<file path="config.mk">
export PLATFORM = sky130hd
export DESIGN_NAME = base32_stream_decoder
export DESIGN_NICKNAME = d
export VERILOG_FILES = /design/src/rtl/b32d_pkg.sv /design/src/rtl/b32d_front.sv /design/src/rtl/b32d_queue.sv /design/src/rtl/b32d_back.sv /design/src/rtl/base32_stream_decoder.sv
export SDC_FILE = /design/constraint.sdc
export NUM_CORES = 1
export LEC_CHECK = 0
export BUFFER_PORTS_ARGS = -buffer_cell sky130_fd_sc_hd__buf_2
export CORE_MARGIN = 2
export CORE_UTILIZATION = 30
export CTS_CLUSTER_SIZE = 25
export DETAILED_ROUTE_END_ITERATION = 12
export HOLD_SLACK_MARGIN = 0.02
export PLACE_DENSITY = 0.49
export SYNTH_ARGS = -nofsm -noshare
export SYNTH_HDL_FRONTEND = slang
export SYNTH_HIERARCHICAL = 1
export SYNTH_SLANG_ARGS = --single-unit
</file>
<file path="constraint.sdc">
create_clock -name clk -period 9.5 [get_ports clk]
set_input_delay 0.475 -clock clk [delete_from_list [all_inputs] [get_ports clk]]
set_output_delay 0.475 -clock clk [all_outputs]
set_load 0.02 [all_outputs]
</file>
<file path="src/rtl/b32d_pkg.sv">
// ----------------------------------------------------------------------------
// b32d_pkg
// Shared types, constants and helpers of the base32 stream decoder.
// ----------------------------------------------------------------------------
package b32d_pkg;

  // input beat opcodes
  localparam logic OP_CHAR = 1'b0;
  localparam logic OP_EOS  = 1'b1;

  // group geometry
  localparam int GROUP_LEN   = 8;
  localparam int SYM_BITS    = 5;
  localparam int GROUP_BITS  = GROUP_LEN * SYM_BITS;
  localparam int FILL_W      = $clog2(GROUP_LEN);
  localparam int VCHARS_W    = $clog2(GROUP_LEN + 1);
  localparam int MAX_BYTES   = GROUP_BITS / 8;
  localparam int BCOUNT_W    = $clog2(MAX_BYTES + 1);
  localparam int SHAMT_W     = $clog2(GROUP_BITS + 1);

  // character codes
  localparam logic [7:0] CH_PAD   = 8'h3D;  // '='
  localparam logic [7:0] CH_SPACE = 8'h20;
  localparam logic [7:0] CH_TAB   = 8'h09;
  localparam logic [7:0] CH_CR    = 8'h0D;
  localparam logic [7:0] CH_LF    = 8'h0A;
  localparam logic [7:0] CH_UPPER_A = 8'h41;
  localparam logic [7:0] CH_UPPER_Z = 8'h5A;
  localparam logic [7:0] CH_DIGIT_2 = 8'h32;
  localparam logic [7:0] CH_DIGIT_7 = 8'h37;
  localparam logic [7:0] DIGIT_OFS  = 8'd24;  // '2' maps to 26

  // default depth of the group queue
  localparam int QUEUE_DEPTH = 4;

  typedef struct packed {
    logic       op;
    logic [7:0] char_code;
  } in_item_t;

  typedef struct packed {
    logic [7:0] data_byte;
    logic       error;
    logic       last_in_run;
  } out_item_t;

  // one flushed group as handed from front to back
  typedef struct packed {
    logic                  err;
    logic [BCOUNT_W-1:0]   count;
    logic [GROUP_BITS-1:0] bits;
  } grp_rec_t;

  // build the record of a flushed group
  function automatic grp_rec_t make_rec(input logic bad,
                                        input logic [VCHARS_W-1:0] vchars,
                                        input logic [GROUP_BITS-1:0] bits);
    grp_rec_t rec;
    logic [SHAMT_W-1:0] nbits;
    nbits = SHAMT_W'(vchars) * SHAMT_W'(SYM_BITS);
    if (bad) begin
      rec.err   = 1'b1;
      rec.count = BCOUNT_W'(1);
      rec.bits  = '0;
    end else begin
      rec.err   = 1'b0;
      rec.count = BCOUNT_W'(nbits >> 3);
      rec.bits  = bits;
    end
    return rec;
  endfunction

endpackage

</file>
<file path="src/rtl/b32d_front.sv">
// ----------------------------------------------------------------------------
// b32d_front
// Accepts character beats, decodes symbols and gathers groups of eight;
// pushes one record per flushed group that yields any result.
// ----------------------------------------------------------------------------
module b32d_front (
  input  logic                clk,
  input  logic                rst,
  input  logic                item_valid,
  output logic                item_stall,
  input  b32d_pkg::in_item_t  item,
  output logic                push,
  output b32d_pkg::grp_rec_t  push_rec,
  input  logic                q_full
);

  logic [b32d_pkg::GROUP_BITS-1:0] group_bits, group_bits_next;
  logic [b32d_pkg::FILL_W-1:0]     group_fill, group_fill_next;
  logic [b32d_pkg::VCHARS_W-1:0]   value_chars, value_chars_next;
  logic                            pad_seen, pad_seen_next;
  logic                            bad_char_seen, bad_char_seen_next;
  logic                            discarding, discarding_next;

  logic                            accept;
  logic [7:0]                      ch;
  logic                            is_ws;
  logic                            sym_ok;
  logic [b32d_pkg::SYM_BITS-1:0]   sym_val;
  logic [b32d_pkg::SHAMT_W-1:0]    shamt;
  logic [b32d_pkg::GROUP_BITS-1:0] upd_bits;
  logic [b32d_pkg::VCHARS_W-1:0]   upd_vc;
  logic                            upd_pad;
  logic                            upd_bad;
  b32d_pkg::grp_rec_t              rec;

  assign item_stall = q_full;
  assign accept     = item_valid && !q_full;
  assign ch         = item.char_code;

  // character classification
  always_comb begin
    is_ws = (ch == b32d_pkg::CH_SPACE) || (ch == b32d_pkg::CH_TAB) ||
            (ch == b32d_pkg::CH_CR) || (ch == b32d_pkg::CH_LF);
    sym_ok  = 1'b0;
    sym_val = '0;
    if (ch >= b32d_pkg::CH_UPPER_A && ch <= b32d_pkg::CH_UPPER_Z) begin
      sym_ok  = 1'b1;
      sym_val = b32d_pkg::SYM_BITS'(ch - b32d_pkg::CH_UPPER_A);
    end else if (ch >= b32d_pkg::CH_DIGIT_2 && ch <= b32d_pkg::CH_DIGIT_7) begin
      sym_ok  = 1'b1;
      sym_val = b32d_pkg::SYM_BITS'(ch - b32d_pkg::DIGIT_OFS);
    end
  end

  // group state after this character
  always_comb begin
    shamt    = b32d_pkg::SHAMT_W'(value_chars) * b32d_pkg::SHAMT_W'(b32d_pkg::SYM_BITS);
    upd_bits = group_bits;
    upd_vc   = value_chars;
    upd_pad  = pad_seen;
    upd_bad  = bad_char_seen;
    if (!pad_seen && !bad_char_seen) begin
      if (ch == b32d_pkg::CH_PAD) begin
        upd_pad = 1'b1;
      end else if (!sym_ok) begin
        upd_bad = 1'b1;
      end else begin
        upd_bits = group_bits |
                   ({sym_val, {(b32d_pkg::GROUP_BITS-b32d_pkg::SYM_BITS){1'b0}}} >> shamt);
        upd_vc   = value_chars + b32d_pkg::VCHARS_W'(1);
      end
    end
  end

  // next state and queue push
  always_comb begin
    group_bits_next    = group_bits;
    group_fill_next    = group_fill;
    value_chars_next   = value_chars;
    pad_seen_next      = pad_seen;
    bad_char_seen_next = bad_char_seen;
    discarding_next    = discarding;
    push               = 1'b0;
    rec                = b32d_pkg::make_rec(bad_char_seen, value_chars, group_bits);
    if (accept) begin
      if (item.op == b32d_pkg::OP_EOS) begin
        // flush partial group and start a new stream
        if (!discarding && group_fill != '0)
          push = rec.err || (rec.count != '0);
        group_bits_next    = '0;
        group_fill_next    = '0;
        value_chars_next   = '0;
        pad_seen_next      = 1'b0;
        bad_char_seen_next = 1'b0;
        discarding_next    = 1'b0;
      end else if (!discarding && !is_ws) begin
        if (group_fill == b32d_pkg::FILL_W'(b32d_pkg::GROUP_LEN - 1)) begin
          // group complete
          rec  = b32d_pkg::make_rec(upd_bad, upd_vc, upd_bits);
          push = rec.err || (rec.count != '0);
          group_bits_next    = '0;
          group_fill_next    = '0;
          value_chars_next   = '0;
          pad_seen_next      = 1'b0;
          bad_char_seen_next = 1'b0;
          if (upd_bad)
            discarding_next = 1'b1;
        end else begin
          group_bits_next    = upd_bits;
          group_fill_next    = group_fill + b32d_pkg::FILL_W'(1);
          value_chars_next   = upd_vc;
          pad_seen_next      = upd_pad;
          bad_char_seen_next = upd_bad;
        end
      end
    end
  end

  assign push_rec = rec;

  // state registers
  always_ff @(posedge clk) begin
    if (rst) begin
      group_bits    <= '0;
      group_fill    <= '0;
      value_chars   <= '0;
      pad_seen      <= 1'b0;
      bad_char_seen <= 1'b0;
      discarding    <= 1'b0;
    end else begin
      group_bits    <= group_bits_next;
      group_fill    <= group_fill_next;
      value_chars   <= value_chars_next;
      pad_seen      <= pad_seen_next;
      bad_char_seen <= bad_char_seen_next;
      discarding    <= discarding_next;
    end
  end

endmodule

</file>
<file path="src/rtl/b32d_queue.sv">
// ----------------------------------------------------------------------------
// b32d_queue
// Small register queue of group records between front and back.
// ----------------------------------------------------------------------------
module b32d_queue #(
  parameter int DEPTH = b32d_pkg::QUEUE_DEPTH
) (
  input  logic               clk,
  input  logic               rst,
  input  logic               push,
  input  b32d_pkg::grp_rec_t push_rec,
  output logic               full,
  input  logic               pop,
  output logic               not_empty,
  output b32d_pkg::grp_rec_t head
);

  localparam int AW = (DEPTH > 1) ? $clog2(DEPTH) : 1;
  localparam int CW = $clog2(DEPTH + 1);

  b32d_pkg::grp_rec_t entries [DEPTH];
  logic [AW-1:0]      wr_ptr;
  logic [AW-1:0]      rd_ptr;
  logic [CW-1:0]      fill;
  logic               do_push;
  logic               do_pop;

  assign full      = (fill == CW'(DEPTH));
  assign not_empty = (fill != '0);
  assign head      = entries[rd_ptr];
  assign do_push   = push && !full;
  assign do_pop    = pop && not_empty;

  // storage
  always_ff @(posedge clk) begin
    if (do_push)
      entries[wr_ptr] <= push_rec;
  end

  // pointers and fill count
  always_ff @(posedge clk) begin
    if (rst) begin
      wr_ptr <= '0;
      rd_ptr <= '0;
      fill   <= '0;
    end else begin
      if (do_push)
        wr_ptr <= (wr_ptr == AW'(DEPTH - 1)) ? '0 : wr_ptr + AW'(1);
      if (do_pop)
        rd_ptr <= (rd_ptr == AW'(DEPTH - 1)) ? '0 : rd_ptr + AW'(1);
      if (do_push && !do_pop)
        fill <= fill + CW'(1);
      else if (do_pop && !do_push)
        fill <= fill - CW'(1);
    end
  end

endmodule

</file>
<file path="src/rtl/b32d_back.sv">
// ----------------------------------------------------------------------------
// b32d_back
// Takes group records from the queue and sends their bytes, one beat per
// cycle while result_stall is low, on the result channel.
// ----------------------------------------------------------------------------
module b32d_back (
  input  logic                clk,
  input  logic                rst,
  input  logic                q_not_empty,
  input  b32d_pkg::grp_rec_t  q_head,
  output logic                pop,
  output logic                result_valid,
  input  logic                result_stall,
  output b32d_pkg::out_item_t result
);

  logic                            busy;
  logic                            err;
  logic [b32d_pkg::BCOUNT_W-1:0]   remaining;
  logic [b32d_pkg::GROUP_BITS-1:0] bits;
  logic                            taken;
  logic                            last_beat;

  assign result_valid       = busy;
  assign last_beat          = (remaining == b32d_pkg::BCOUNT_W'(1));
  assign result.data_byte   = bits[b32d_pkg::GROUP_BITS-1 -: 8];
  assign result.error       = err;
  assign result.last_in_run = last_beat;

  assign taken = busy && !result_stall;
  assign pop   = q_not_empty && (!busy || (taken && last_beat));

  // control: busy flag and byte count
  always_ff @(posedge clk) begin
    if (rst) begin
      busy      <= 1'b0;
      remaining <= '0;
    end else if (pop) begin
      busy      <= 1'b1;
      remaining <= q_head.count;
    end else if (taken) begin
      if (last_beat)
        busy <= 1'b0;
      remaining <= remaining - b32d_pkg::BCOUNT_W'(1);
    end
  end

  // payload: shift out one byte per beat
  always_ff @(posedge clk) begin
    if (pop) begin
      bits <= q_head.bits;
      err  <= q_head.err;
    end else if (taken) begin
      bits <= bits << 8;
    end
  end

endmodule

</file>
<file path="src/rtl/base32_stream_decoder.sv">
// ----------------------------------------------------------------------------
// base32_stream_decoder
// The first byte of a group is registered in the group queue and then in the
// back end after the beat that completes or flushes the group. Throughput: one
// input beat per cycle; input stalls only when the group queue between front
// and back is full. Output runs at one byte per cycle while not stalled.
// Reset (rst, synchronous): clears group state, discard flag, queue, output.
// ----------------------------------------------------------------------------
module base32_stream_decoder #(
  parameter int QUEUE_DEPTH = b32d_pkg::QUEUE_DEPTH
) (
  input  logic                clk,
  input  logic                rst,
  input  logic                item_valid,
  output logic                item_stall,
  input  b32d_pkg::in_item_t  item,
  output logic                result_valid,
  input  logic                result_stall,
  output b32d_pkg::out_item_t result
);

  logic               push;
  b32d_pkg::grp_rec_t push_rec;
  logic               q_full;
  logic               q_not_empty;
  logic               pop;
  b32d_pkg::grp_rec_t q_head;

  // character intake and grouping
  b32d_front u_front (
    .clk        (clk),
    .rst        (rst),
    .item_valid (item_valid),
    .item_stall (item_stall),
    .item       (item),
    .push       (push),
    .push_rec   (push_rec),
    .q_full     (q_full)
  );

  // group record queue
  b32d_queue #(
    .DEPTH (QUEUE_DEPTH)
  ) u_queue (
    .clk       (clk),
    .rst       (rst),
    .push      (push),
    .push_rec  (push_rec),
    .full      (q_full),
    .pop       (pop),
    .not_empty (q_not_empty),
    .head      (q_head)
  );

  // byte output
  b32d_back u_back (
    .clk          (clk),
    .rst          (rst),
    .q_not_empty  (q_not_empty),
    .q_head       (q_head),
    .pop          (pop),
    .result_valid (result_valid),
    .result_stall (result_stall),
    .result       (result)
  );

endmodule
</file>
==> metrics.md, run 1 <==
| Metric | Value |
|---|---|
| CP Launch Type | `primary input` |
| Worst R2R Start | `u_front/pad_seen$_SDFFE_PP0P_` |
| Gpl congestion | `slightly below 0.9` |
| GRT Util Overall | `13.1%` |
| Asr flop ratio synth | `0%` |
| Leading cell type in the layout, fill and taps excluded | `edfxtp_1` |
| Total Wirelength | `28400 um` |
| Vias per inst | `between 5 and 6` |
| Cell Area, Synth | `12500 um^2` |
| Hold Crit Class | `in -> reg` |
| Worst rel slew slack | `between 20% and 30%` |
| Status | `finished clean` |
| Core area | `between 40000 and 50000 um^2` |
| HP Start | `result_stall` |
| #FFs+latches synth | `280` |
| Die extent in x | `just over 200 um` |
| # Post-CTS Setup Buffers | `0` |
| Die Y | `around 210 um` |
| Overflow after GRT | `0` |
| CTS Buffer Depth | `3` |
| Fin. max-slew vios | `0` |
| CTS resizes | `0` |
| # rows | `74` |
| Util after Layout | `34.3%` |
| CTS H-tree depth | `1` |
| Routed via count | `7533` |
| Combinational share of power | `3.3%` |
| Setup TNS | `0 ps` |
| Sequential-to-total area share from yosys stat | `between 60% and 70%` |
| # hold bufs at CTS | `0` |
| Starting Density | `between 30% and 40%` |
| Worst-margin pin slew | `1140 ps` |
| R2R setup slack | `approximately 3800 ps` |
| Net Switching | `about 530 uW` |
| Mapped Nets | `967` |
| Critical Path RT | `9970 ps` |
| Critical register-to-register path endpoint | `u_queue/fill[2]$_SDFFE_PP0P_` |
| Initial antenna violation count | `0` |
| # IOs | `25` |
| Synth Area per Inst | `13.4 um^2` |
| Post-DP HPWL | `between 15000 and 20000 um` |
| Pin count of the biggest net entering global routing | `45` |
| Ys Warns | `6` |
| Clock Skews | `10.6 ps` |
| Worst VDD drop | `98.5 uV` |
| Most frequent cells in the layout | `edfxtp_1 (217), nand2_1 (146), dfxtp_1 (61), a22o_1 (48), nor2_1 (47)` |
| Sink Count | `280` |
| Fin Hold WS | `308 ps` |
| Clk pwr share | `45.4%` |
| Leakage | `0.00466 uW` |
| TritonCTS clock tree | `done` |
| Reg2reg path depth | `19` |
| Min cycle time layout | `6180 ps` |
| Pre-antenna DRT Iters | `5` |
| First-pass GRT wire length | `44900 um` |
| Cells after Synth | `929` |
| Max Cap Viol | `0` |
| Vias in the first global route | `7425` |
| WHS Path Cells | `4` |
| Setup crit end kind | `register` |
| Initial detailed-routing violation count | `566` |
| Clock root buffer | `clkbuf_16` |
| Synth cell types | `83` |
| Switching Fraction | `around a fifth` |
| Pwr/cell area | `183 nW/um^2` |
| Critical path arrival | `6640 ps` |
| Area grow syn2layout | `12.4%` |
| CP Max Fanout | `14` |
| Pint | `slightly above 2000 uW` |
| Cts bufs inserted | `31` |
| Fin. Hold Viols | `0` |
| # diodes | `0` |
| Share of layout cells above drive strength 1 | `16.1%` |
| Fin nets | `977` |
| Fmax | `162 MHz` |
| CP Class | `in -> reg` |
| Fillcell total | `4031` |
| Residual DRC | `0` |
| Worst Hold End | `u_back/result_valid$_SDFFE_PP0P_` |
| Antenna viol nets, final | `0` |
| Top_reg_cell synth | `edfxtp_1` |
| Worst-path clk slew | `60 ps` |
| PortBufs | `24` |
| Die area | `43200 um^2` |
| Final worst-path cycle share | `roughly 65%` |
| Reg power frac | `51.3%` |
| Drt wl/cell | `19.0 um` |
| Later-pin clock latency in the skew report | `about 540 ps` |
| Final setup viols | `0` |
| RSZ-0062 raised after global routing | `no` |
| Post-synth EDFFs | `217` |
layer usage:
metal,track usage [%],share of wire [%]
met5,0,0
met4,3.20,2.0
met3,2.25,4.9
met2,20.3,45
met1,19.2,48
power groups by stage:
| stage | combinational (uW) | sequential (uW) | clock, uW |
|---|---|---|---|
| finish | 83.6 | 1320 | 1170 |
| detailed placement | 84.4 | 1340 | 0 |
| global route | 93.5 | 1320 | 1250 |
| global placement | 85.0 | 1340 | 0 |
| floorplan | 59.0 | 1340 | 0 |
| CTS | 84.7 | 1320 | 1200 |
through the flow:
stage	cells	worst slack (ps)	power, uW	area [um^2]
floorplan	929	4000	1400	12500
finish	1495	3320	2570	14000
detailed placement	1438	2790	1430	13000
CTS	1495	3340	2610	14000
global route	1495	2740	2660	14000
global placement	1438	2930	1430	13000
synthesized netlist by cell type, drive strengths merged (3+ instances only):
cell / number / area (um^2)
nand4: 5 / 31.3
nor2: 48 / 183
or3: 5 / 31.3
or4: 4 / 33.8
nand2: 146 / 548
and2: 18 / 113
o31a: 3 / 26.3
a22o: 48 / 420
a211oi: 3 / 22.5
o21ai: 25 / 125
nor2b: 7 / 43.8
nor3: 27 / 140
edfxtp: 217 / 6520
or3b: 4 / 35.0
nand3b: 3 / 22.5
a21boi: 3 / 22.5
o211ai: 3 / 22.5
nor4: 6 / 37.5
clkbuf: 26 / 97.6
fa: 3 / 60.1
and3: 13 / 81.3
a32oi: 6 / 52.6
ha: 22 / 275
a22oi: 5 / 37.5
dfxtp: 63 / 1260
a21oi: 24 / 120
o31ai: 10 / 85.1
mux4: 44 / 991
xnor2: 3 / 26.3
nand3: 17 / 85.1
inv: 22 / 82.6
o21a: 3 / 22.5
buf: 34 / 269
a31oi: 4 / 25.0
o22ai: 3 / 25.0
or2: 3 / 18.8
xor2: 6 / 52.6
cells by family after synthesis:
family,share of synthesized area (%)
AND/OR/NAND/NOR,11.9
multiplexers,8.28
buffers and inverters,3.84
flip-flops,62.3
XOR/XNOR,0.822
AO/OA/AOI/OAI,10.1
adder cells (fa/ha/maj),2.69
area by class of cell:
cell class / instances / area (um^2) / area share [%]
Sequential cell: 280 / 7780 / 55.5
Multi-Input combinational cell: 564 / 4240 / 30.2
Clock buffer: 40 / 840 / 5.99
Tap cell: 532 / 666 / 4.75
Timing Repair Buffer: 37 / 218 / 1.55
Clock inverter: 17 / 165 / 1.18
Inverter: 25 / 113 / 0.803
how the worst max path moves through the flow:
| stage | from | to | slack [ps] |
|---|---|---|---|
| floorplan | item[3] | u_queue/fill[2]$_SDFFE_PP0P_ | 4000 |
| global placement | item[1] | u_queue/fill[2]$_SDFFE_PP0P_ | 2930 |
| detailed placement | item[1] | u_queue/fill[2]$_SDFFE_PP0P_ | 2790 |
| CTS | item[1] | u_queue/fill[2]$_SDFFE_PP0P_ | 3340 |
| global route | item[1] | u_queue/fill[2]$_SDFFE_PP0P_ | 2740 |
| finish | item[1] | u_queue/fill[2]$_SDFFE_PP0P_ | 3320 |
registers in the layout, indices dropped and copies added (netlist names), named ones only:
register / count
u_queue/entries: 176
u_back/bits: 40
u_front/group_bits: 40
u_front/value_chars: 4
u_back/remaining: 3
u_front/group_fill: 3
u_queue/fill: 3
u_queue/rd_ptr: 2
u_queue/wr_ptr: 2
u_back/err: 1
u_back/result_valid: 1
u_front/bad_char_seen: 1
u_front/discarding: 1
u_front/pad_seen: 1
worst max-delay path, cell delays in order:
cell and delay [ps]:
buf_2 160, inv_1 100, ha_1 240, nor4_1 280, nand3_1 180, a32oi_1 720
nor2_1 450, mux2_2 400, ha_1 280, ha_1 140, inv_1 50, fa_1 380
xor3_1 370, and4b_1 190, o21ai_0 530, bufinv_8 300, nor2_2 140, ha_1 200
inv_1 60, fa_1 370, xor2_1 180, or3_1 310, a21oi_1 140
Power figures use the tool's default switching activity.
==> run 2, diff against run 1 <==
--- a/config.mk
+++ b/config.mk
@@ -5,6 +5,7 @@
 export SDC_FILE = /design/constraint.sdc
 export NUM_CORES = 1
 export LEC_CHECK = 0
+export ABC_AREA = 1
 export BUFFER_PORTS_ARGS = -buffer_cell sky130_fd_sc_hd__buf_2
 export CORE_MARGIN = 2
 export CORE_UTILIZATION = 30
==> constraint.sdc (replaced) <==
create_clock -name clk -period 6.1 [get_ports clk]
set_input_delay 0.305 -clock clk [delete_from_list [all_inputs] [get_ports clk]]
set_output_delay 0.305 -clock clk [all_outputs]
set_load 0.02 [all_outputs]
==> metrics.md, run 2 <==
| Metric | Value |
|---|---|
| Final worst-path cycle share | `68.2%` |
| Vias per inst | `4.67 (was 5.04)` |
| Fmax | `240 MHz` |
| Worst R2R Start | `u_front/value_chars[0]$_SDFFE_PP0P_ (was u_front/pad_seen$_SDFFE_PP0P_)` |
| Total Wirelength | `31100 um (was 28400 um)` |
| Fin nets | `1385 (was 977)` |
| CTS Buffer Depth | `3 (unchanged)` |
| Synth Area per Inst | `9.80 um^2 (was 13.4 um^2)` |
| Hold Crit Class | `in -> reg (unchanged)` |
| Biggest regs | `u_queue/entries x176, u_back/bits x40, u_front/group_bits x40 (unchanged)` |
| Most numerous cell in the Yosys netlist | `nand2_1 (was edfxtp_1)` |
| WHS Path Cells | `4 (unchanged)` |
| CTS resizes | `0 (unchanged)` |
| Sequential cell area | `7780 um^2 (about the same)` |
| Leakage | `0.00551 uW (was 0.00466 uW)` |
| Area grow syn2layout | `11.4% (was 12.4%)` |
| Drt wl/cell | `15.9 um (was 19.0 um)` |
| Critical-path top delay cell | `fa_1 (was a32oi_1)` |
| CP Max Fanout | `7 (was 14)` |
| Post-synth top area cell | `edfxtp_1 (unchanged)` |
| Top post-synthesis cells by area | `edfxtp_1 (49%), dfxtp_1 (9.5%), nand2_1 (8.5%) (was edfxtp_1 (52%), dfxtp_1 (10%), mux4_2 (7.9%))` |
| Non-filler instance count after layout | `1953 (was 1495)` |
| Clock Skews | `18.0 ps (was 10.6 ps)` |
| Die extent in x | `214 um (was 208 um)` |
| PortBufs | `24 (unchanged)` |
| Asr flop ratio synth | `0% (unchanged)` |
| Cells after Synth | `1348 (was 929)` |
| Setup crit end kind | `register (unchanged)` |
| Synth Area in Compound Gates | `11.6% (was 10.1%)` |
| HP Start | `item[8] (was result_stall)` |
| Share of the synthesized area in the top cell type | `49.3% (was 52.2%)` |
| Post-place setup slack | `1460 ps (was 2790 ps)` |
| Pwr/cell area | `280 nW/um^2 (was 183 nW/um^2)` |
| Fillcell total | `4362 (was 4031)` |
| Leading cell type in the layout, fill and taps excluded | `nand2_1 (was edfxtp_1)` |
| Routed via count | `9125 (was 7533)` |
| Max Cap Viol | `0 (unchanged)` |
| Most instantiated cells after synthesis | `nand2_1 (298), edfxtp_1 (217), nor2_1 (139) (was edfxtp_1 (217), nand2_1 (146), dfxtp_1 (63))` |
| Worst VDD drop | `127 uV (was 98.5 uV)` |
| Residual DRC | `0 (unchanged)` |
| Initial detailed-routing violation count | `538 (was 566)` |
| Max stage delay on crit path | `500 ps (was 720 ps)` |
| Mapped Nets | `1386 (was 967)` |
| #FFs+latches synth | `280 (unchanged)` |
| Pin count of the biggest net entering global routing | `89 (was 45)` |
| Setup TNS | `0 ps (unchanged)` |
| # rows | `76 (was 74)` |
| Top_reg_cell synth | `edfxtp_1 (unchanged)` |
| Gpl congestion | `0.793 (was 0.865)` |
| Design Power | `4120 uW (was 2570 uW)` |
| Vias in the first global route | `8686 (was 7425)` |
| Post-synth EDFFs | `217 (unchanged)` |
| Most frequent cells in the layout | `nand2_1 (297), edfxtp_1 (217), nor2_1 (135), o21ai_0 (126), inv_1 (106) (was edfxtp_1 (217), nand2_1 (146), dfxtp_1 (61), a22o_1 (48), nor2_1 (47))` |
| Largest Register | `u_queue/entries (unchanged)` |
| Clock root buffer | `clkbuf_16 (unchanged)` |
| RSZ-0062 raised after global routing | `no (unchanged)` |
| First-pass GRT wire length | `49500 um (was 44900 um)` |
| Cts bufs inserted | `34 (was 31)` |
| Final WS setup | `1940 ps (was 3320 ps)` |
| # IOs | `25 (unchanged)` |
| Largest family of logic cells by synthesized area | `simple AND/OR/NAND/NOR gates (unchanged)` |
| Placed cells | `1896 (was 1438)` |
| Critical path arrival | `4560 ps (was 6640 ps)` |
| Worst Hold End | `u_front/group_fill[2]$_SDFFE_PP0P_ (was u_back/result_valid$_SDFFE_PP0P_)` |
| Starting Density | `30.5% (about the same)` |
| Cell Area, Synth | `13200 um^2 (was 12500 um^2)` |
| Share of layout cells above drive strength 1 | `12.3% (was 16.1%)` |
| Post-Synth Simple-Gate Area | `19.1% (was 11.9%)` |
| Critical Path RT | `6500 ps (was 9970 ps)` |
| # Post-CTS Setup Buffers | `0 (unchanged)` |
| Post-placement cell area | `13700 um^2 (was 13000 um^2)` |
| CP Launch Type | `primary input (unchanged)` |
| GRT Util Overall | `13.9% (was 13.1%)` |
| Worst-margin pin slew | `923 ps (was 1140 ps)` |
| Reg2reg path depth | `19 (unchanged)` |
| Worst rel slew slack | `38.5% (was 23.3%)` |
| Die area | `45700 um^2 (was 43200 um^2)` |
| CP most frequent cell | `inv_1 (was ha_1)` |
| Antenna viol nets, final | `0 (unchanged)` |
| Synth Area in Adders | `2.54% (was 2.69%)` |
| Critical register-to-register path endpoint | `u_queue/fill[1]$_SDFFE_PP0P_ (was u_queue/fill[2]$_SDFFE_PP0P_)` |
| Worst-path clk slew | `50 ps (was 60 ps)` |
| CTS H-tree depth | `2 (was 1)` |
| Sink Count | `280 (unchanged)` |
| Status | `finished clean (unchanged)` |
| Final setup viols | `0 (unchanged)` |
| Mux cell area share after synthesis | `0% (was 8.28%)` |
| Multi-input logic area | `4510 um^2 (was 4240 um^2)` |
| Synth cell types | `54 (was 83)` |
| # hold bufs at CTS | `0 (unchanged)` |
| Fin. max-slew vios | `0 (unchanged)` |
| TritonCTS clock tree | `done (unchanged)` |
| Min cycle time layout | `4160 ps` |
| Post-layout instance area | `14700 um^2 (was 14000 um^2)` |
| Die Y | `214 um (was 208 um)` |
| Post-DP HPWL | `18600 um (was 17600 um)` |
| Sequential-to-total area share from yosys stat | `58.8% (was 62.3%)` |
| R2R setup slack | `1940 ps (was 3820 ps)` |
| Core area | `43300 um^2 (was 40900 um^2)` |
| XOR/XNOR share of the synthesized area | `0.587% (was 0.822%)` |
| CP Class | `in -> reg (unchanged)` |
| Fin. Hold Viols | `0 (unchanged)` |
| Later-pin clock latency in the skew report | `510 ps (was 540 ps)` |
| # diodes | `0 (unchanged)` |
| Initial antenna violation count | `0 (unchanged)` |
| Ys Warns | `6 (unchanged)` |
| Pre-antenna DRT Iters | `5 (unchanged)` |
| Overflow after GRT | `0 (unchanged)` |
| Max reg flops | `176 (unchanged)` |
==> run 2: worst max-delay path: cells and delay by family <==
family | cells | cell delay (ps)
buffers and inverters | 6 | 550
adder cells (fa/ha/maj) | 6 | 1770
AO/OA/AOI/OAI | 3 | 470
AND/OR/NAND/NOR | 13 | 1460
==> run 2: metrics by stage <==
step / util (%) / hold slack (ps)
global route: 34.0 / 168
CTS: 34.0 / 149
global placement: 31.7 / 457
finish: 34.0 / 165
floorplan: - / 374
detailed placement: 31.7 / 461
==> run 2: final cells by class <==
class	instances	share of cell area (%)
tap	585	4.97
sequential	280	52.8
multi-input combinational	875	30.6
inverter	121	3.20
clock buffer	39	5.90
clock inverter	18	1.09
timing repair buffer	35	1.38
==> run 2: per-layer routing <==
layer | up-vias | GRT usage, % | wire [um]
met1 | 4366 | 20.1 | 15500
li1 | 4579 | - | -
met2 | 143 | 22.1 | 13900
met5 | - | 0 | 0
met3 | 37 | 1.80 | 1160
met4 | 0 | 3.57 | 494
==> run 2: report_power, final <==
part | total [uW] | switching (uW) | internal [uW]
Combinational | 188 | 139 | 48.5
Sequential | 2060 | 7.19 | 2050
Clock | 1870 | 765 | 1110
==> run 2: worst max path at each step <==
stage                                                   start                         endpoint  slack [ps]  cells past startpoint
after global placement                                item[1]     u_queue/fill[1]$_SDFFE_PP0P_        1510                     28
after detailed placement                              item[0]     u_queue/fill[1]$_SDFFE_PP0P_        1460                     28
final                                                 item[0]     u_queue/fill[1]$_SDFFE_PP0P_        1940                     28
after CTS                 u_front/value_chars[0]$_SDFFE_PP0P_     u_queue/fill[1]$_SDFFE_PP0P_        1940                     19
after floorplan                                       item[1]  u_queue/entries[0][0]$_DFFE_PP_         940                     22
after global routing                                  item[1]     u_queue/fill[1]$_SDFFE_PP0P_        1580                     28
==> run 2: logic make-up (layout without fill, tap and decap cells) <==
group | after synthesis | count (layout)
simple gates | 576 | 576
buf+inv | 193 | 213
compound gates | 266 | 266
flops | 280 | 280
xor+xnor | 8 | 8
fa+ha+maj | 25 | 25
==> run 3, diff against run 2 <==
--- a/config.mk
+++ b/config.mk
@@ -12,7 +12,7 @@
 export CTS_CLUSTER_SIZE = 25
 export DETAILED_ROUTE_END_ITERATION = 12
 export HOLD_SLACK_MARGIN = 0.02
-export PLACE_DENSITY = 0.49
+export PLACE_DENSITY = 0.51
 export SYNTH_ARGS = -nofsm -noshare
 export SYNTH_HDL_FRONTEND = slang
 export SYNTH_HIERARCHICAL = 1
==> constraint.sdc (replaced) <==
create_clock -name clk -period 3.6 [get_ports clk]
set_input_delay 0.18 -clock clk [delete_from_list [all_inputs] [get_ports clk]]
set_output_delay 0.18 -clock clk [all_outputs]
set_load 0.02 [all_outputs]
==> metrics.md, run 3 (synthesis gave the netlist of run 2 again) <==
| Metric | Value |
|---|---|
| Status | `finished clean (unchanged)` |
| Leakage | `0.00579 uW (was 0.00551 uW)` |
| Final setup viols | `0 (unchanged)` |
| Switching Fraction | `22.2% (was 22.1%)` |
| Starting Density | `30.5% (unchanged)` |
| CTS H-tree depth | `1 (was 2)` |
| CP Launch Type | `register (was primary input)` |
| Die Y | `214 um (unchanged)` |
| Vias per inst | `4.60 (was 4.67)` |
| CTS Buffer Depth | `3 (unchanged)` |
| Pwr/cell area | `458 nW/um^2 (was 280 nW/um^2)` |
| Placed cells | `1947 (was 1896)` |
| Die extent in x | `214 um (unchanged)` |
| Sequential cell area | `7780 um^2 (unchanged)` |
| Die area | `45700 um^2 (unchanged)` |
| GRT Util Overall | `13.7% (was 13.9%)` |
| CP Max Fanout | `3 (was 7)` |
| Total Wirelength | `30900 um (was 31100 um)` |
| Net Switching | `1560 uW (was 911 uW)` |
| Reg2reg path depth | `24 (was 19)` |
| Antenna viol nets, final | `0 (unchanged)` |
| Worst-path clk slew | `60 ps (was 50 ps)` |
| Pint | `5460 uW (was 3210 uW)` |
| Later-pin clock latency in the skew report | `570 ps (was 510 ps)` |
| CP Class | `reg -> reg (was in -> reg)` |
| Vias in the first global route | `8844 (was 8686)` |
| Critical path arrival | `3760 ps (was 4560 ps)` |
| Pin count of the biggest net entering global routing | `89 (unchanged)` |
| WHS Path Cells | `2 (was 4)` |
| Initial detailed-routing violation count | `495 (was 538)` |
| Post-DP HPWL | `19100 um (was 18600 um)` |
| Max reg flops | `176 (unchanged)` |
| Pre-antenna DRT Iters | `5 (unchanged)` |
| Area grow syn2layout | `16.0% (was 11.4%)` |
| R2R setup slack | `290 ps (was 1940 ps)` |
| RSZ-0062 raised after global routing | `no (unchanged)` |
| # rows | `76 (unchanged)` |
| Worst rel slew slack | `38.3% (was 38.5%)` |
| Fin. max-slew vios | `0 (unchanged)` |
| Residual DRC | `0 (unchanged)` |
| Fin nets | `1433 (was 1385)` |
| First-pass GRT wire length | `48800 um (was 49500 um)` |
| Post-layout instance area | `15300 um^2 (was 14700 um^2)` |
| Util after Layout | `35.4% (was 34.0%)` |
| # IOs | `25 (unchanged)` |
| Combinational share of power | `5.2% (was 4.6%)` |
| Clk pwr share | `45.1% (was 45.4%)` |
| Most frequent cells in the layout | `nand2_1 (293), edfxtp_1 (217), nor2_1 (133), o21ai_0 (125), inv_1 (100) (was nand2_1 (297), edfxtp_1 (217), nor2_1 (135), o21ai_0 (126), inv_1 (106))` |
| Multi-input logic area | `4610 um^2 (was 4510 um^2)` |
| Non-filler instance count after layout | `2005 (was 1953)` |
| Drt wl/cell | `15.4 um (was 15.9 um)` |
| Critical Path RT | `4050 ps (was 6500 ps)` |
| Worst VDD drop | `290 uV (was 127 uV)` |
| Max Cap Viol | `0 (unchanged)` |
| Largest Register | `u_queue/entries (unchanged)` |
| Reg power frac | `49.7% (was 50.0%)` |
| Sink Count | `280 (unchanged)` |
| Gpl congestion | `0.790 (was 0.793)` |
| # Post-CTS Setup Buffers | `0 (unchanged)` |
| Clock Skews | `17.4 ps (was 18.0 ps)` |
| PortBufs | `24 (unchanged)` |
| Fmax | `303 MHz` |
| Routed via count | `9224 (was 9125)` |
| TritonCTS clock tree | `done (unchanged)` |
| Overflow after GRT | `0 (unchanged)` |
| Share of layout cells above drive strength 1 | `17.1% (was 12.3%)` |
| Worst-margin pin slew | `926 ps (was 923 ps)` |
| Post-placement cell area | `14300 um^2 (was 13700 um^2)` |
| Setup crit end kind | `register (unchanged)` |
| Core area | `43300 um^2 (unchanged)` |
| Fillcell total | `4295 (was 4362)` |
| Clock root buffer | `clkbuf_16 (unchanged)` |
| Leading cell type in the layout, fill and taps excluded | `nand2_1 (unchanged)` |
| Cts bufs inserted | `30 (was 34)` |
| Hold Crit Class | `in -> reg (unchanged)` |
| Initial antenna violation count | `0 (unchanged)` |
| Final worst-path cycle share | `91.8%` |
| Min cycle time layout | `around 3300 ps` |
| Biggest regs | `u_queue/entries x176, u_back/bits x40, u_front/group_bits x40 (unchanged)` |
| Fin. Hold Viols | `0 (unchanged)` |
| Fin Hold WS | `57.1 ps (was 165 ps)` |
[run 3: changes by cell type in the layout (fill, tap and decap cells not counted), sizes merged]
cell	before	now
buf	35	86
clkbuf	39	33
bufinv	2	4
clkinv	15	17
clkinvlp	4	5
diode	0	1
dlygate4sd3	0	1
[run 3: cell type report]
| type | instances | share of cell area [%] |
|---|---|---|
| diodes | 1 | 0.0163 |
| clock buffers | 33 | 5.10 |
| clock inverters | 23 | 1.66 |
| inverters | 121 | 3.13 |
| multi-input cells | 875 | 30.1 |
| flip-flops and latches | 280 | 50.7 |
| well taps | 585 | 4.77 |
| repair buffers | 87 | 4.54 |
[run 3: repair_timing]
action / CTS / global route
hold buffers: 1 / 0
hold endpoints to repair: 1 / 0
endpoints found under the setup margin: 0 / 2
resized for setup: 0 / 4
[run 3: layer usage]
| metal | share of wire [%] | wire length, um | up-vias | track usage [%] |
|---|---|---|---|---|
| met1 | 49 | 15200 | 4366 | 18.9 |
| met3 | 3.8 | 1160 | 34 | 1.70 |
| met2 | 46 | 14100 | 143 | 22.9 |
| met4 | 1.5 | 476 | 0 | 3.11 |
| li1 | - | - | 4681 | - |
| met5 | 0 | 0 | - | 0 |
[run 3: worst max-delay path, cell delays in order, from the launching register on]
cell	delay (ps)
dfxtp_1	350
nor2_4	180
nand2_8	80
nor2_4	120
nand4_1	80
nand2_1	90
inv_1	60
ha_1	270
ha_2	170
inv_2	40
fa_2	360
xor2_2	160
o21ai_1	100
nand2_2	110
nand2_4	50
inv_1	50
ha_2	170
inv_2	40
fa_1	380
inv_1	60
nand2_1	60
nand3_1	80
nand2_1	50
inv_1	40
nor2_1	40
[run 3: path summary, 6_finish.rpt]
path,startpoint,to
setup / recovery,u_front/pad_seen$_SDFFE_PP0P_,u_queue/fill[2]$_SDFFE_PP0P_
hold / removal,rst,u_front/value_chars[0]$_SDFFE_PP0P_
setup reg to reg,u_front/pad_seen$_SDFFE_PP0P_,u_queue/fill[2]$_SDFFE_PP0P_
hold reg to reg,u_front/group_bits[22]$_SDFFE_PP0P_,u_front/group_bits[22]$_SDFFE_PP0P_
[run 3: power by group through the flow]
stage / sequential [uW] / combinational, uW / clock [uW]
3_5_place_dp: 3560 / 363 / 0
2_1_floorplan: 3560 / 247 / 0
4_1_cts: 3490 / 366 / 3260
6_report: 3490 / 361 / 3170
5_1_grt: 3490 / 406 / 3370
3_3_place_gp: 3560 / 362 / 0
[run 3: metrics by stage]
stage	TNS, ps	setup WS, ps	total power, uW
2_1_floorplan	-14280	-97.5	3800
6_report	0	295	7020
4_1_cts	0	51.9	7110
3_5_place_dp	-14040	-278	3920
5_1_grt	0	2.09	7260
3_3_place_gp	-2270	-206	3920
